==> config.mk <==
export PLATFORM = sky130hd
export DESIGN_NAME = single_wire_sensor_reader
export DESIGN_NICKNAME = d
export VERILOG_FILES = /design/src/rtl/swsr_pkg.sv /design/src/rtl/swsr_ctrl.sv /design/src/rtl/swsr_frame.sv /design/src/rtl/single_wire_sensor_reader.sv
export SDC_FILE = /design/constraint.sdc
export NUM_CORES = 1
export LEC_CHECK = 0
export BUFFER_PORTS_ARGS = -buffer_cell sky130_fd_sc_hd__buf_2
export CORE_MARGIN = 5
export CORE_UTILIZATION = 55
export DETAILED_ROUTE_END_ITERATION = 7
export GPL_TIMING_DRIVEN = 0
export PLACE_DENSITY = 0.75
export REMOVE_ABC_BUFFERS = 1
export SYNTH_ARGS = -nofsm -noshare
export SYNTH_HDL_FRONTEND = slang
export SYNTH_HIERARCHICAL = 1
export SYNTH_SLANG_ARGS = --single-unit
==> constraint.sdc <==
create_clock -name i_clk -period 4.35 [get_ports i_clk]
set_input_delay 0.87 -clock i_clk [delete_from_list [all_inputs] [get_ports i_clk]]
set_output_delay 0.87 -clock i_clk [all_outputs]
set_load 0.02 [all_outputs]
==> src/rtl/swsr_pkg.sv <==
// ----------------------------------------------------------------------------
// swsr_pkg
// Shared types and constants for the single-wire sensor reader.
// ----------------------------------------------------------------------------
package swsr_pkg;

    localparam int INTERVAL_WIDTH_DEF = 16;
    localparam int THRESHOLD_W        = 16;
    localparam int TICK_W             = 8;
    localparam int COUNT_W            = 6;
    localparam int FRAME_W            = 40;
    localparam int CFG_DATA_W         = 16;
    localparam int CFG_IDX_W          = 2;

    localparam logic [COUNT_W-1:0]     FRAME_BITS            = 6'd40;
    localparam logic [TICK_W-1:0]      DEF_START_LOW_TICKS   = 8'd18;
    localparam logic [TICK_W-1:0]      DEF_RECEIVE_TIMEOUT   = 8'd20;
    localparam logic [THRESHOLD_W-1:0] DEF_ONE_BIT_THRESHOLD = 16'd85;
    localparam logic [TICK_W-1:0]      TICK_MAX              = 8'hFF;

    // configuration register indexes
    localparam logic [CFG_IDX_W-1:0] CFG_START_LOW   = 2'd0;
    localparam logic [CFG_IDX_W-1:0] CFG_RX_TIMEOUT  = 2'd1;
    localparam logic [CFG_IDX_W-1:0] CFG_THRESHOLD   = 2'd2;

    typedef enum logic [1:0] {
        OP_TICK  = 2'd0,
        OP_EDGE  = 2'd1,
        OP_START = 2'd2
    } t_op;

    typedef enum logic [1:0] {
        LINE_HIGH     = 2'd0,
        LINE_LOW      = 2'd1,
        LINE_RELEASED = 2'd2
    } t_line;

    typedef enum logic [2:0] {
        PH_INIT        = 3'd0,
        PH_IDLE        = 3'd1,
        PH_START_SETUP = 3'd2,
        PH_START_HOLD  = 3'd3,
        PH_START_END   = 3'd4,
        PH_RECEIVE     = 3'd5,
        PH_EVAL        = 3'd6
    } t_phase;

    // commands from the sequencer to the frame datapath
    typedef struct packed {
        logic clr_count;
        logic clr_frame;
        logic shift;
        logic evaluate;
    } t_frame_ctl;

endpackage

==> src/rtl/swsr_ctrl.sv <==
// ----------------------------------------------------------------------------
// swsr_ctrl
// Phase sequencer: start pulse timing, receive timeout, line drive.
// ----------------------------------------------------------------------------
module swsr_ctrl import swsr_pkg::*; (
    input  logic              i_clk,
    input  logic              i_rst_n,
    input  logic              i_step,
    input  logic [1:0]        i_op,
    input  logic [TICK_W-1:0] i_start_low,
    input  logic [TICK_W-1:0] i_timeout,
    input  logic              i_count_full,
    output t_frame_ctl        o_ctl,
    output t_line             o_n_line,
    output logic              o_n_busy
);

    t_phase            r_phase, n_phase;
    logic [TICK_W-1:0] r_elapsed, n_elapsed;
    t_line             r_line, n_line;
    logic [TICK_W-1:0] bumped;
    logic              is_tick, is_edge, is_start;
    logic              hold_expire, rx_expire;

    assign is_tick  = i_step && (i_op == OP_TICK);
    assign is_edge  = i_step && (i_op == OP_EDGE);
    assign is_start = i_step && (i_op == OP_START);

    // saturating tick counter
    assign bumped      = (r_elapsed == TICK_MAX) ? r_elapsed : r_elapsed + 8'd1;
    assign hold_expire = (bumped >= i_start_low);
    assign rx_expire   = (bumped >= i_timeout) || i_count_full;

    // next state
    always_comb begin
        n_phase   = r_phase;
        n_elapsed = r_elapsed;
        n_line    = r_line;
        if (is_tick) begin
            unique case (r_phase)
                PH_INIT: begin
                    n_line  = LINE_HIGH;
                    n_phase = PH_IDLE;
                end
                PH_IDLE: begin
                    n_phase = PH_IDLE;
                end
                PH_START_SETUP: begin
                    n_elapsed = '0;
                    n_line    = LINE_LOW;
                    n_phase   = PH_START_HOLD;
                end
                PH_START_HOLD: begin
                    n_elapsed = bumped;
                    if (hold_expire) begin
                        n_line  = LINE_RELEASED;
                        n_phase = PH_START_END;
                    end
                end
                PH_START_END: begin
                    n_elapsed = '0;
                    n_phase   = PH_RECEIVE;
                end
                PH_RECEIVE: begin
                    n_elapsed = bumped;
                    if (rx_expire) begin
                        n_phase = PH_EVAL;
                    end
                end
                PH_EVAL: begin
                    n_phase = PH_INIT;
                end
                default: begin
                    n_phase = PH_INIT;
                end
            endcase
        end else if (is_start && (r_phase == PH_IDLE)) begin
            n_phase = PH_START_SETUP;
        end
    end

    // outputs
    always_comb begin
        o_ctl.clr_count = is_tick && (r_phase == PH_START_SETUP);
        o_ctl.clr_frame = is_tick && (r_phase == PH_START_HOLD) && hold_expire;
        o_ctl.shift     = is_edge && (r_phase == PH_RECEIVE);
        o_ctl.evaluate  = is_tick && (r_phase == PH_EVAL);
        o_n_line        = n_line;
        o_n_busy        = n_phase inside {PH_START_SETUP, PH_START_HOLD, PH_START_END,
                                          PH_RECEIVE, PH_EVAL};
    end

    always_ff @(posedge i_clk) begin
        if (!i_rst_n) begin
            r_phase   <= PH_INIT;
            r_elapsed <= '0;
            r_line    <= LINE_HIGH;
        end else begin
            r_phase   <= n_phase;
            r_elapsed <= n_elapsed;
            r_line    <= n_line;
        end
    end

endmodule

==> src/rtl/swsr_frame.sv <==
// ----------------------------------------------------------------------------
// swsr_frame
// Frame shift register, edge count, checksum and held readings.
// ----------------------------------------------------------------------------
module swsr_frame import swsr_pkg::*; #(
    parameter int INTERVAL_WIDTH = INTERVAL_WIDTH_DEF
) (
    input  logic                      i_clk,
    input  logic                      i_rst_n,
    input  t_frame_ctl                i_ctl,
    input  logic [INTERVAL_WIDTH-1:0] i_interval,
    input  logic [THRESHOLD_W-1:0]    i_threshold,
    output logic                      o_count_full,
    output logic [COUNT_W-1:0]        o_n_count,
    output logic                      o_n_good,
    output logic [7:0]                o_n_temp_whole,
    output logic [7:0]                o_n_temp_fraction,
    output logic [7:0]                o_n_humidity_whole
);

    localparam int CMP_W = (INTERVAL_WIDTH > THRESHOLD_W) ? INTERVAL_WIDTH : THRESHOLD_W;

    logic [FRAME_W-1:0] r_frame, n_frame;
    logic [COUNT_W-1:0] r_count, n_count;
    logic               r_good, n_good;
    logic [7:0]         r_temp_whole, n_temp_whole;
    logic [7:0]         r_temp_fraction, n_temp_fraction;
    logic [7:0]         r_humidity_whole, n_humidity_whole;
    logic               bit_val;
    logic [7:0]         sum;
    logic               match;

    assign bit_val = CMP_W'(i_interval) > CMP_W'(i_threshold);

    // wrapping byte sum of humidity and temperature bytes against the check byte
    assign sum   = r_frame[15:8] + r_frame[23:16] + r_frame[31:24] + r_frame[39:32];
    assign match = (sum == r_frame[7:0]);

    assign o_count_full = (r_count == FRAME_BITS);

    always_comb begin
        n_frame          = r_frame;
        n_count          = r_count;
        n_good           = r_good;
        n_temp_whole     = r_temp_whole;
        n_temp_fraction  = r_temp_fraction;
        n_humidity_whole = r_humidity_whole;
        if (i_ctl.clr_count) begin
            n_count = '0;
        end
        if (i_ctl.clr_frame) begin
            n_frame = '0;
        end
        if (i_ctl.shift) begin
            // keep the last forty bits, count saturates
            n_frame = {r_frame[FRAME_W-2:0], bit_val};
            if (!o_count_full) begin
                n_count = r_count + 6'd1;
            end
        end
        if (i_ctl.evaluate) begin
            n_good = match;
            if (match) begin
                n_temp_fraction  = r_frame[15:8];
                n_temp_whole     = r_frame[23:16];
                n_humidity_whole = r_frame[39:32];
            end
        end
    end

    assign o_n_count          = n_count;
    assign o_n_good           = n_good;
    assign o_n_temp_whole     = n_temp_whole;
    assign o_n_temp_fraction  = n_temp_fraction;
    assign o_n_humidity_whole = n_humidity_whole;

    always_ff @(posedge i_clk) begin
        if (!i_rst_n) begin
            r_frame          <= '0;
            r_count          <= '0;
            r_good           <= 1'b0;
            r_temp_whole     <= '0;
            r_temp_fraction  <= '0;
            r_humidity_whole <= '0;
        end else begin
            r_frame          <= n_frame;
            r_count          <= n_count;
            r_good           <= n_good;
            r_temp_whole     <= n_temp_whole;
            r_temp_fraction  <= n_temp_fraction;
            r_humidity_whole <= n_humidity_whole;
        end
    end

endmodule

==> src/rtl/single_wire_sensor_reader.sv <==
// ----------------------------------------------------------------------------
// single_wire_sensor_reader
// Host-side receiver for a single-wire temperature/humidity sensor.
// ----------------------------------------------------------------------------
// Each request is one event: a time tick, a falling edge with the interval
// measured since the previous edge, or a start request. Every request yields
// exactly one result with the line drive mode, busy and done flags, checksum
// status, edge count and the last good temperature/humidity readings. A
// request updates the sequencer and frame registers at the edge it is
// accepted and its result lands in the output register on the same edge, so
// a new request is taken every cycle as long as the result register is free
// or being drained. Start requests count only in idle, edges only during
// reception. Readings are stored only on a matching checksum. Write
// configuration only while no result is outstanding.
// ----------------------------------------------------------------------------
module single_wire_sensor_reader import swsr_pkg::*; #(
    parameter int INTERVAL_WIDTH = INTERVAL_WIDTH_DEF
) (
    input  logic                      i_clk,
    input  logic                      i_rst_n,
    // configuration
    input  logic                      i_cfg_we,
    input  logic [CFG_IDX_W-1:0]      i_cfg_idx,
    input  logic [CFG_DATA_W-1:0]     i_cfg_data,
    // request channel
    input  logic                      i_in_valid,
    output logic                      o_in_ready,
    input  logic [1:0]                i_op,
    input  logic [INTERVAL_WIDTH-1:0] i_edge_interval,
    // result channel
    output logic                      o_out_valid,
    input  logic                      i_out_ready,
    output logic [1:0]                o_line_drive,
    output logic                      o_busy_res,
    output logic                      o_done_res,
    output logic                      o_checksum_ok,
    output logic [COUNT_W-1:0]        o_bits_received,
    output logic [7:0]                o_temp_whole,
    output logic [7:0]                o_temp_fraction,
    output logic [7:0]                o_humidity_whole
);

    logic [TICK_W-1:0]      r_start_low;
    logic [TICK_W-1:0]      r_timeout;
    logic [THRESHOLD_W-1:0] r_threshold;

    logic                   step;
    t_frame_ctl             ctl;
    t_line                  n_line;
    logic                   n_busy;
    logic                   count_full;
    logic [COUNT_W-1:0]     n_count;
    logic                   n_good;
    logic [7:0]             n_temp_whole, n_temp_fraction, n_humidity_whole;

    logic                   r_out_valid;
    logic [1:0]             r_line_drive;
    logic                   r_busy, r_done, r_good;
    logic [COUNT_W-1:0]     r_count;
    logic [7:0]             r_temp_whole, r_temp_fraction, r_humidity_whole;

    // Configuration registers; an unknown index is dropped.
    always_ff @(posedge i_clk) begin
        if (!i_rst_n) begin
            r_start_low <= DEF_START_LOW_TICKS;
            r_timeout   <= DEF_RECEIVE_TIMEOUT;
            r_threshold <= DEF_ONE_BIT_THRESHOLD;
        end else if (i_cfg_we) begin
            unique case (i_cfg_idx)
                CFG_START_LOW:  r_start_low <= i_cfg_data[TICK_W-1:0];
                CFG_RX_TIMEOUT: r_timeout   <= i_cfg_data[TICK_W-1:0];
                CFG_THRESHOLD:  r_threshold <= i_cfg_data[THRESHOLD_W-1:0];
                default: begin
                end
            endcase
        end
    end

    // Take a request whenever the result register is empty or being drained.
    assign o_in_ready = !r_out_valid || i_out_ready;
    assign step       = i_in_valid && o_in_ready;

    swsr_ctrl u_ctrl (
        .i_clk        (i_clk),
        .i_rst_n      (i_rst_n),
        .i_step       (step),
        .i_op         (i_op),
        .i_start_low  (r_start_low),
        .i_timeout    (r_timeout),
        .i_count_full (count_full),
        .o_ctl        (ctl),
        .o_n_line     (n_line),
        .o_n_busy     (n_busy)
    );

    swsr_frame #(
        .INTERVAL_WIDTH (INTERVAL_WIDTH)
    ) u_frame (
        .i_clk              (i_clk),
        .i_rst_n            (i_rst_n),
        .i_ctl              (ctl),
        .i_interval         (i_edge_interval),
        .i_threshold        (r_threshold),
        .o_count_full       (count_full),
        .o_n_count          (n_count),
        .o_n_good           (n_good),
        .o_n_temp_whole     (n_temp_whole),
        .o_n_temp_fraction  (n_temp_fraction),
        .o_n_humidity_whole (n_humidity_whole)
    );

    // Result register: valid bit under reset, payload loads with each request.
    always_ff @(posedge i_clk) begin
        if (!i_rst_n) begin
            r_out_valid <= 1'b0;
        end else if (step) begin
            r_out_valid <= 1'b1;
        end else if (i_out_ready) begin
            r_out_valid <= 1'b0;
        end
    end

    always_ff @(posedge i_clk) begin
        if (step) begin
            r_line_drive     <= n_line;
            r_busy           <= n_busy;
            r_done           <= ctl.evaluate;
            r_good           <= n_good;
            r_count          <= n_count;
            r_temp_whole     <= n_temp_whole;
            r_temp_fraction  <= n_temp_fraction;
            r_humidity_whole <= n_humidity_whole;
        end
    end

    assign o_out_valid      = r_out_valid;
    assign o_line_drive     = r_line_drive;
    assign o_busy_res       = r_busy;
    assign o_done_res       = r_done;
    assign o_checksum_ok    = r_good;
    assign o_bits_received  = r_count;
    assign o_temp_whole     = r_temp_whole;
    assign o_temp_fraction  = r_temp_fraction;
    assign o_humidity_whole = r_humidity_whole;

    // Evaluation always returns the sequencer to init, so done is never busy.
    a_done_not_busy: assert property (@(posedge i_clk) disable iff (!i_rst_n)
        o_out_valid && o_done_res |-> !o_busy_res)
        else $error("done reported while busy");

    // The edge count saturates at a full frame.
    a_count_bound: assert property (@(posedge i_clk) disable iff (!i_rst_n)
        o_out_valid |-> (o_bits_received <= FRAME_BITS))
        else $error("edge count beyond frame length");

    // The line is pulled low only inside the start pulse.
    a_low_busy: assert property (@(posedge i_clk) disable iff (!i_rst_n)
        o_out_valid && (o_line_drive == LINE_LOW) |-> o_busy_res)
        else $error("line driven low while not busy");

    // Every accepted request leaves a result in the output register.
    a_step_result: assert property (@(posedge i_clk) disable iff (!i_rst_n)
        step |=> o_out_valid)
        else $error("accepted request produced no result");

endmodule
==> summary.log, run 1 <==
[global_route] global router's overall resource usage 18.1%
[placement] number of input and output port buffers inserted 77
[routing] drt initial violations 321
[worst_setup_path] critical path class reg2reg
[yosys] most used flip-flop cell after synthesis dfxtp_1
[yosys] sequential cell area fraction in the yosys report 42.4%
[worst_setup_path] cell class contributing the biggest share of worst-path delay simple AND/OR/NAND/NOR gates
[routing] vias 5670
[cells_and_area] non-filler cells, final 1070
[pwr] Pwr Density 340 nW/um2
[routing] Routed wire per std cell 14.1 um
[clock_tree] number of clock sinks 152
[clock_tree] CTS clk-pin slew, worst paths 0.06 ns
[sta] count of pins over their slew limit 0
[pwr] switching power share of the total 22.0%
[yosys] top cell type by total area after synthesis dfxtp_1
[clock_tree] count of H-tree levels built during CTS 4
[yosys] unique cell type count in the Yosys netlist 57
[cells_and_area] Area Overhead vs Synth 13.7%
[job] number of max-cap violations 0
[global_route] number of global-route vias before repair 5391
[worst_setup_path] CP peak stage delay 0.74 ns
[yosys] fraction of registers with async set or reset after synthesis 0%
[cells_and_area] fraction of final layout cells sized beyond drive strength 1 16.6%
[yosys] dominant cells by area after synthesis dfxtp_1, edfxtp_1, mux2i_1
[yosys] number of synthesized register bits 152
[routing] total length of routed wires 15100 um
[pwr] sequential fraction of design power 47.9%
[pwr] leakage power 3.65 nW
[global_route] global route total overflow 0
[global_route] largest net degree at the start of global routing 87
[routing] number of remaining DRC errors 0
[placement] count of placed standard cells including taps 1037
[sta] clock tree skew after final layout 0.00980 ns
[cells_and_area] post-route cell area 9090 um2
[pwr] switching component of the power 0.000680 W
[sta] actual slew at the worst max-slew pin 0.858 ns
[routing] First-pass DRT Iterations 4
[yosys] simple logic cell fraction of the synthesized area 19.2%
[worst_setup_path] cells along the critical path and4_1, nand4_2, mux2_2, ha_1, nor2b_1, o211ai_1, a311oi_1, o211ai_1, clkinvlp_4, nor3b_1, a21oi_1, nor2b_1
[global_route] initial antenna violation count 0
[yosys] most frequent cells after synthesis dfxtp_1, nand2_1, a21oi_1
[placement] Post-Place Cell Area 8480 um2
[clock_tree] clock root buffer clkbuf_16
[clock_tree] insertion delay of the later-clocked pin in the worst-skew pair 0.42 ns
[worst_setup_path] crit path max-delay cell type clkinvlp_4
[floorplanning] Chip Width 131 um
[yosys] yosys warns 6
[sta] RSZ-0062 raised after global routing no
[yosys] compound-gate portion of the synthesized area 8.45%
[worst_setup_path] endpoint type of the worst setup path flip-flop
[placement] dpl hpwl 10000 um
[clock_tree] number of buffers between clock root and the deepest sink 2
[worst_hold_path] type of the tightest min-delay check reg2reg
[pwr] internal cell power 0.00241 W
[yosys] combinational family with the most area after synthesis simple AND/OR/NAND/NOR gates
[worst_setup_path] Req. time, crit path 4.70 ns
[clock_tree] Inserted Clock Buffers 17
[floorplanning] site row count 44
[worst_setup_path] nature of the critical path startpoint flip-flop
[global_route] wire length of the first global-routing pass 24900 um
[placement] gp weighted congestion 0.810
[routing] remaining antenna violation count after routing 0
[yosys] number of cells produced by synthesis 814
[pwr] worst-case vdd ir drop 0.000277 V
[floorplanning] area of the placeable core 14400 um2
[sta] Peak Freq 248 MHz
[sta] final count of hold timing violations 0
[yosys] syn avg cell area 9.82 um2
[clock_tree] TritonCTS clock tree done
[sta] Setup-failing EPs final 0
[worst_setup_path] critical path peak fanout 40
[floorplanning] initial core utilization 55.6%
[worst_setup_path] critical path data arrival time 4.38 ns
[yosys] post-synthesis share of cell area spent on full adders, half adders and majority gates 10.1%
[yosys] combined area of all synthesized cells 7990 um2
[floorplanning] num ports 78
[sta] minimum period implied by the final worst setup slack 4.04 ns
[yosys] xor/xnor share of the synthesized area 2.63%
[pwr] share of power burned in combinational logic 5.4%
[cells_and_area] Final #Nets 970
[outcome] run status finished clean
[yosys] EDFF count, synth 35
[yosys] top cell type's share of synthesized area 29.3%
[cells_and_area] final antenna diode count 0
[pwr] clock network power share 46.7%
[worst_setup_path] Critical path buffers and inverters 1
[routing] routed vias/inst 5.30
[yosys] mux cell area share after synthesis 11.7%
[floorplanning] height of the die 131 um
[sta] Final Cycle Share 92.8%
[floorplanning] Die Area 17000 um2
[pwr] overall power consumption 0.00309 W
[sta] worst-case headroom to the max-slew limit 42.8%
==> power by group through the flow <==
stage / sequential (W) / clock, W / combinational, W
floorplan: 0.00153 / 0 / 0.0000708
global placement: 0.00151 / 0 / 0.000166
detailed placement: 0.00151 / 0 / 0.000169
CTS: 0.00148 / 0.00147 / 0.000170
global route: 0.00148 / 0.00153 / 0.000189
finish: 0.00148 / 0.00144 / 0.000168
==> cells in the final DEF (no fill, tap or decap), drive strengths merged, types with 12 or more instances in the layout <==
cell,n
a21oi,62
buf,83
clkbuf,21
dfxtp,117
edfxtp,35
fa,14
ha,42
inv,57
mux2,26
mux2i,55
nand2,117
nor2,14
nor2b,55
nor3,12
nor3b,36
o21ai,15
xnor2,22
==> flip-flops by register name (all words and copies together), names as in the netlist, 3 cells and up <==
register                  flops
o_bits_received               6
o_temp_whole                  8
u_ctrl/r_phase                3
r_start_low                   8
u_frame/r_temp_fraction       8
r_timeout                     8
o_humidity_whole              8
u_frame/r_temp_whole          8
u_frame/r_humidity_whole      8
u_frame/r_frame              40
u_frame/r_count               6
o_temp_fraction               8
u_ctrl/r_elapsed              8
r_threshold                  16
==> metal layers <==
layer  wire, um  GRT usage, %  vias up
met2       6850          27.6       98
met5          0             0        -
li1           -             -     2909
met1       7420          24.9     2639
met3        536          3.74       24
met4        289          7.74        0
==> worst min-delay path, delay by kind of cell, from the launching register on <==
kind | cells | cell delay [ns]
flip-flops | 1 | 0.31
AND/OR/NAND/NOR | 1 | 0.05
multiplexers | 1 | 0.05
==> layout make-up <==
cell class | instances | area [um2]
Sequential cell | 152 | 3390
Clock buffer | 21 | 462
Tap cell | 184 | 230
Timing Repair Buffer | 83 | 475
Inverter | 57 | 218
Multi-Input combinational cell | 562 | 4190
Clock inverter | 11 | 121
Fill cell | 1179 | 5280
==> path summary, 6_finish.rpt <==
check	startpoint	cells past startpoint	endpoint	slack, ns
worst max-delay path	u_ctrl/r_elapsed[4]	12	u_frame/r_frame[28]	0.31
worst max register to register	u_ctrl/r_elapsed[4]	12	u_frame/r_frame[28]	0.31
worst min register to register	u_frame/r_temp_whole[1]	2	u_frame/r_temp_whole[1]	0.45
worst min-delay path	u_frame/r_temp_whole[1]	2	u_frame/r_temp_whole[1]	0.45
==> per-stage QoR <==
stage	setup TNS [ns]	hold slack, ns	setup WS (ns)	utilization, %
final	0	0.454	0.314	63.2
after global routing	0	0.470	0.0544	63.2
after CTS	0	0.457	0.164	63.1
after detailed placement	-19.35	0.446	-0.541	59.0
after global placement	-376.37	0.442	-5.40	58.4
after floorplan	-201.91	0.434	-3.26	-
==> what timing repair did <==
item / 4_1_cts / 5_1_grt
cloned: 0 / 1
setup buffers: 0 / 0
gates resized for setup: 1 / 1
hold buffers: 0 / 0
pin swaps: 0 / 1
endpoints found under the setup margin: 24 / 25
==> cell families after synthesis <==
| kind of cell | Yosys count |
|---|---|
| flops | 152 |
| mux | 81 |
| buf+inv | 101 |
| simple gates | 285 |
| fa+ha+maj | 56 |
| xor+xnor | 24 |
| compound gates | 115 |
No activity file was read; power rests on OpenSTA's default activity.
==> run 2, diff against run 1 <==
--- a/config.mk
+++ b/config.mk
@@ -6,11 +6,13 @@
 export NUM_CORES = 1
 export LEC_CHECK = 0
 export BUFFER_PORTS_ARGS = -buffer_cell sky130_fd_sc_hd__buf_2
+export CELL_PAD_IN_SITES_DETAIL_PLACEMENT = 1
+export CELL_PAD_IN_SITES_GLOBAL_PLACEMENT = 1
 export CORE_MARGIN = 5
-export CORE_UTILIZATION = 55
+export CORE_UTILIZATION = 47
 export DETAILED_ROUTE_END_ITERATION = 7
 export GPL_TIMING_DRIVEN = 0
-export PLACE_DENSITY = 0.75
+export PLACE_DENSITY_LB_ADDON = 0.1
 export REMOVE_ABC_BUFFERS = 1
 export SYNTH_ARGS = -nofsm -noshare
 export SYNTH_HDL_FRONTEND = slang
==> run 2 against run 1 <==
Clock power up 4%. Combinational power increased by 5%. First-iteration DRC count down 21%. Final cell count up 4.0%. Critical path depth unchanged. Critical endpoint is now o_temp_whole[4]. Core utilization decreased by 8.0 points.
==> summary.log, run 2 (synthesis results as in run 1) <==
[global_route] global route total overflow 0 [unchanged]
[routing] number of remaining DRC errors 0 [unchanged]
[placement] gp weighted congestion 0.780 [was 0.810]
[cells_and_area] most frequent cells in the layout nand2_1, dfxtp_1, buf_2 [unchanged]
[clock_tree] TritonCTS clock tree done [unchanged]
[sta] setup slack after layout 0.322 ns [was 0.314 ns]
[placement] dpl hpwl 12700 um [was 10000 um]
[routing] total length of routed wires 19200 um [was 15100 um]
[global_route] number of global-route vias before repair 6370 [was 5391]
[floorplanning] height of the die 140 um [was 131 um]
[floorplanning] site row count 47 [was 44]
[sta] minimum period implied by the final worst setup slack 4.03 ns [was 4.04 ns]
[placement] count of placed standard cells including taps 1074 [was 1037]
[cells_and_area] largest register by flop count u_frame/r_frame [unchanged]
[worst_setup_path] worst reg2reg path endpoint o_temp_whole[4] [was u_frame/r_frame[28]]
[clock_tree] number of clock sinks 152 [unchanged]
[floorplanning] num ports 78 [unchanged]
[clock_tree] clock root buffer clkbuf_16 [unchanged]
[cells_and_area] non-filler cells, final 1113 [was 1070]
[floorplanning] Die Area 19700 um2 [was 17000 um2]
[worst_setup_path] critical path data arrival time 4.20 ns [was 4.38 ns]
[cells_and_area] number of flip-flops in the largest register 40 [unchanged]
[sta] clock tree skew after final layout 0.00765 ns [was 0.00980 ns]
[worst_setup_path] cell occurring most often along the worst timing path fa_1
[worst_setup_path] critical path class reg2reg [unchanged]
[worst_setup_path] cells along the critical path fa_1, inv_1, fa_1, inv_1, ha_1, fa_1, nand3_1, nand2_1, a31oi_1, xnor2_1, and4_4, mux2_4 [was and4_1, nand4_2, mux2_2, ha_1, nor2b_1, o211ai_1, a311oi_1, o211ai_1, clkinvlp_4, nor3b_1, a21oi_1, nor2b_1]
[worst_setup_path] Req. time, crit path 4.52 ns [was 4.70 ns]
[global_route] wire length of the first global-routing pass 30600 um [was 24900 um]
[worst_setup_path] endpoint type of the worst setup path flip-flop [unchanged]
[worst_setup_path] CP peak stage delay 0.64 ns [was 0.74 ns]
[placement] Post-Place Cell Area 8540 um2 [was 8480 um2]
[global_route] most used routing layer met2 [unchanged]
[cells_and_area] top flop regs u_frame/r_frame x40, r_threshold x16 [unchanged]
[sta] setup tns final 0 ns [unchanged]
[sta] count of pins over their slew limit 0 [unchanged]
[clock_tree] Inserted Clock Buffers 17 [unchanged]
[routing] Routed wire per std cell 17.2 um [was 14.1 um]
[worst_setup_path] crit path max-delay cell type and4_4 [was clkinvlp_4]
[floorplanning] Chip Width 140 um [was 131 um]
[cells_and_area] post-route cell area 9190 um2 [was 9090 um2]
[sta] final count of hold timing violations 0 [unchanged]
[worst_setup_path] cell count of the worst reg-to-reg path 12 [unchanged]
[sta] Peak Freq 248 MHz [about the same]
[routing] vias 5977 [was 5670]
[sta] Final Cycle Share 92.6% [was 92.8%]
[routing] First-pass DRT Iterations 4 [unchanged]
[global_route] met2 usage 34.2% [was 27.6%]
[floorplanning] initial core utilization 48.0% [was 55.6%]
[worst_hold_path] Endpoint, Worst Hold u_frame/r_temp_whole[2] [was u_frame/r_temp_whole[1]]
[cells_and_area] Final #Nets 977 [was 970]
[worst_setup_path] slack of the worst reg-to-reg path 0.32 ns [was 0.31 ns]
[worst_setup_path] startpoint of the most critical register-to-register path u_frame/r_frame[9] [was u_ctrl/r_elapsed[4]]
[routing] routed vias/inst 5.37 [was 5.30]
[sta] worst-case headroom to the max-slew limit 41.1% [was 42.8%]
[global_route] met3 Track Usage GR 3.72% [was 3.74%]
[sta] RSZ-0062 raised after global routing no [unchanged]
[job] number of max-cap violations 0 [unchanged]
[clock_tree] CTS clk-pin slew, worst paths 0.06 ns [about the same]
[clock_tree] number of buffers between clock root and the deepest sink 2 [unchanged]
[worst_setup_path] critical path peak fanout 25 [was 40]
[worst_hold_path] type of the tightest min-delay check reg2reg [unchanged]
[worst_hold_path] number of stages on the worst hold path 2 [unchanged]
[pwr] worst-case vdd ir drop 0.000318 V [was 0.000277 V]
[cells_and_area] fraction of final layout cells sized beyond drive strength 1 17.0% [was 16.6%]
[sta] Setup-failing EPs final 0 [unchanged]
[clock_tree] count of H-tree levels built during CTS 4 [unchanged]
[cells_and_area] final antenna diode count 0 [unchanged]
[pwr] leakage power 3.67 nW [was 3.65 nW]
[placement] setup slack at placement -0.144 ns [was -0.541 ns]
[worst_setup_path] nature of the critical path startpoint flip-flop [unchanged]
[global_route] largest net degree at the start of global routing 90 [was 87]
[routing] remaining antenna violation count after routing 0 [unchanged]
[placement] number of input and output port buffers inserted 77 [unchanged]
[cells_and_area] Area Overhead vs Synth 15.0% [was 13.7%]
[floorplanning] area of the placeable core 16600 um2 [was 14400 um2]
[outcome] run status finished clean [unchanged]
[sta] actual slew at the worst max-slew pin 0.883 ns [was 0.858 ns]
[global_route] met1 capacity usage during global routing 22.4% [was 24.9%]
[global_route] initial antenna violation count 0 [unchanged]
[global_route] global router's overall resource usage 18.9% [was 18.1%]
[clock_tree] insertion delay of the later-clocked pin in the worst-skew pair 0.42 ns [about the same]
[pwr] Pwr Density 344 nW/um2 [was 340 nW/um2]
[clock_tree] CTS Hold Bufs 0 [unchanged]
[routing] drt initial violations 252 [was 321]
[worst_hold_path] startpoint of the worst hold path u_frame/r_temp_whole[2] [was u_frame/r_temp_whole[1]]
-- run 2: changes by cell type in the layout (fill, tap and decap cells not counted), moves of 2 or more --
cell,before,now
clkinv_1,0,2
clkinv_2,3,1
buf_4,1,7
clkinvlp_4,4,6
-- run 2: critical path, delay by kind of cell, from the launching register on --
| family | cells | cell delay [ns] |
|---|---|---|
| AO/OA/AOI/OAI | 1 | 0.22 |
| XOR/XNOR | 1 | 0.18 |
| adder cells (fa/ha/maj) | 4 | 1.69 |
| buffers and inverters | 2 | 0.09 |
| flip-flops | 1 | 0.37 |
| multiplexers | 1 | 0.35 |
| AND/OR/NAND/NOR | 3 | 0.85 |
-- run 2: worst max path at each step --
stage                                   from                 endpoint  slack (ns)
after floorplan                  i_out_ready       u_frame/r_count[3]       -3.26
after global placement           i_out_ready       u_frame/r_count[1]       -5.61
after detailed placement         i_out_ready          o_temp_whole[4]       -0.14
after CTS                 u_frame/r_frame[9]          o_temp_whole[4]        0.11
after global routing             i_out_ready  u_frame/r_temp_whole[1]        0.14
final                     u_frame/r_frame[9]          o_temp_whole[4]        0.32
-- run 2: layout make-up --
class,count,area (um2)
multi-input cells,562,4190
well taps,220,275
repair inverters,2,15.0
fillers,1886,7450
clock buffers,20,437
inverters,57,218
clock inverters,12,151
flip-flops and latches,152,3390
repair buffers,88,514
-- run 2: routing by layer --
layer,vias up,part of all wire [%]
met5,-,0
met4,0,1.3
met3,23,2.6
met2,74,53
met1,2970,44
li1,2910,-
-- run 2: through the flow --
stage	hold slack (ns)	power (W)	util [%]
CTS	0.463	0.00319	54.8
global route	0.479	0.00328	55.2
global placement	0.441	0.00168	50.7
detailed placement	0.450	0.00169	51.3
finish	0.457	0.00316	55.2
floorplan	0.434	0.00160	-
-- run 2: repair_timing --
action / in CTS / in global routing
setup buffers: 0 / 4
endpoints found under the setup margin: 0 / 47
gates resized for setup: 0 / 3
-- run 2: power by group --
part	switching [W]	total (W)	leakage, nW	internal (W)
Clock	0.000598	0.00150	0.276	0.000901
Sequential	0.0000124	0.00148	1.29	0.00147
Combinational	0.000108	0.000176	2.10	0.0000689
Total	0.000718	0.00316	3.67	0.00244
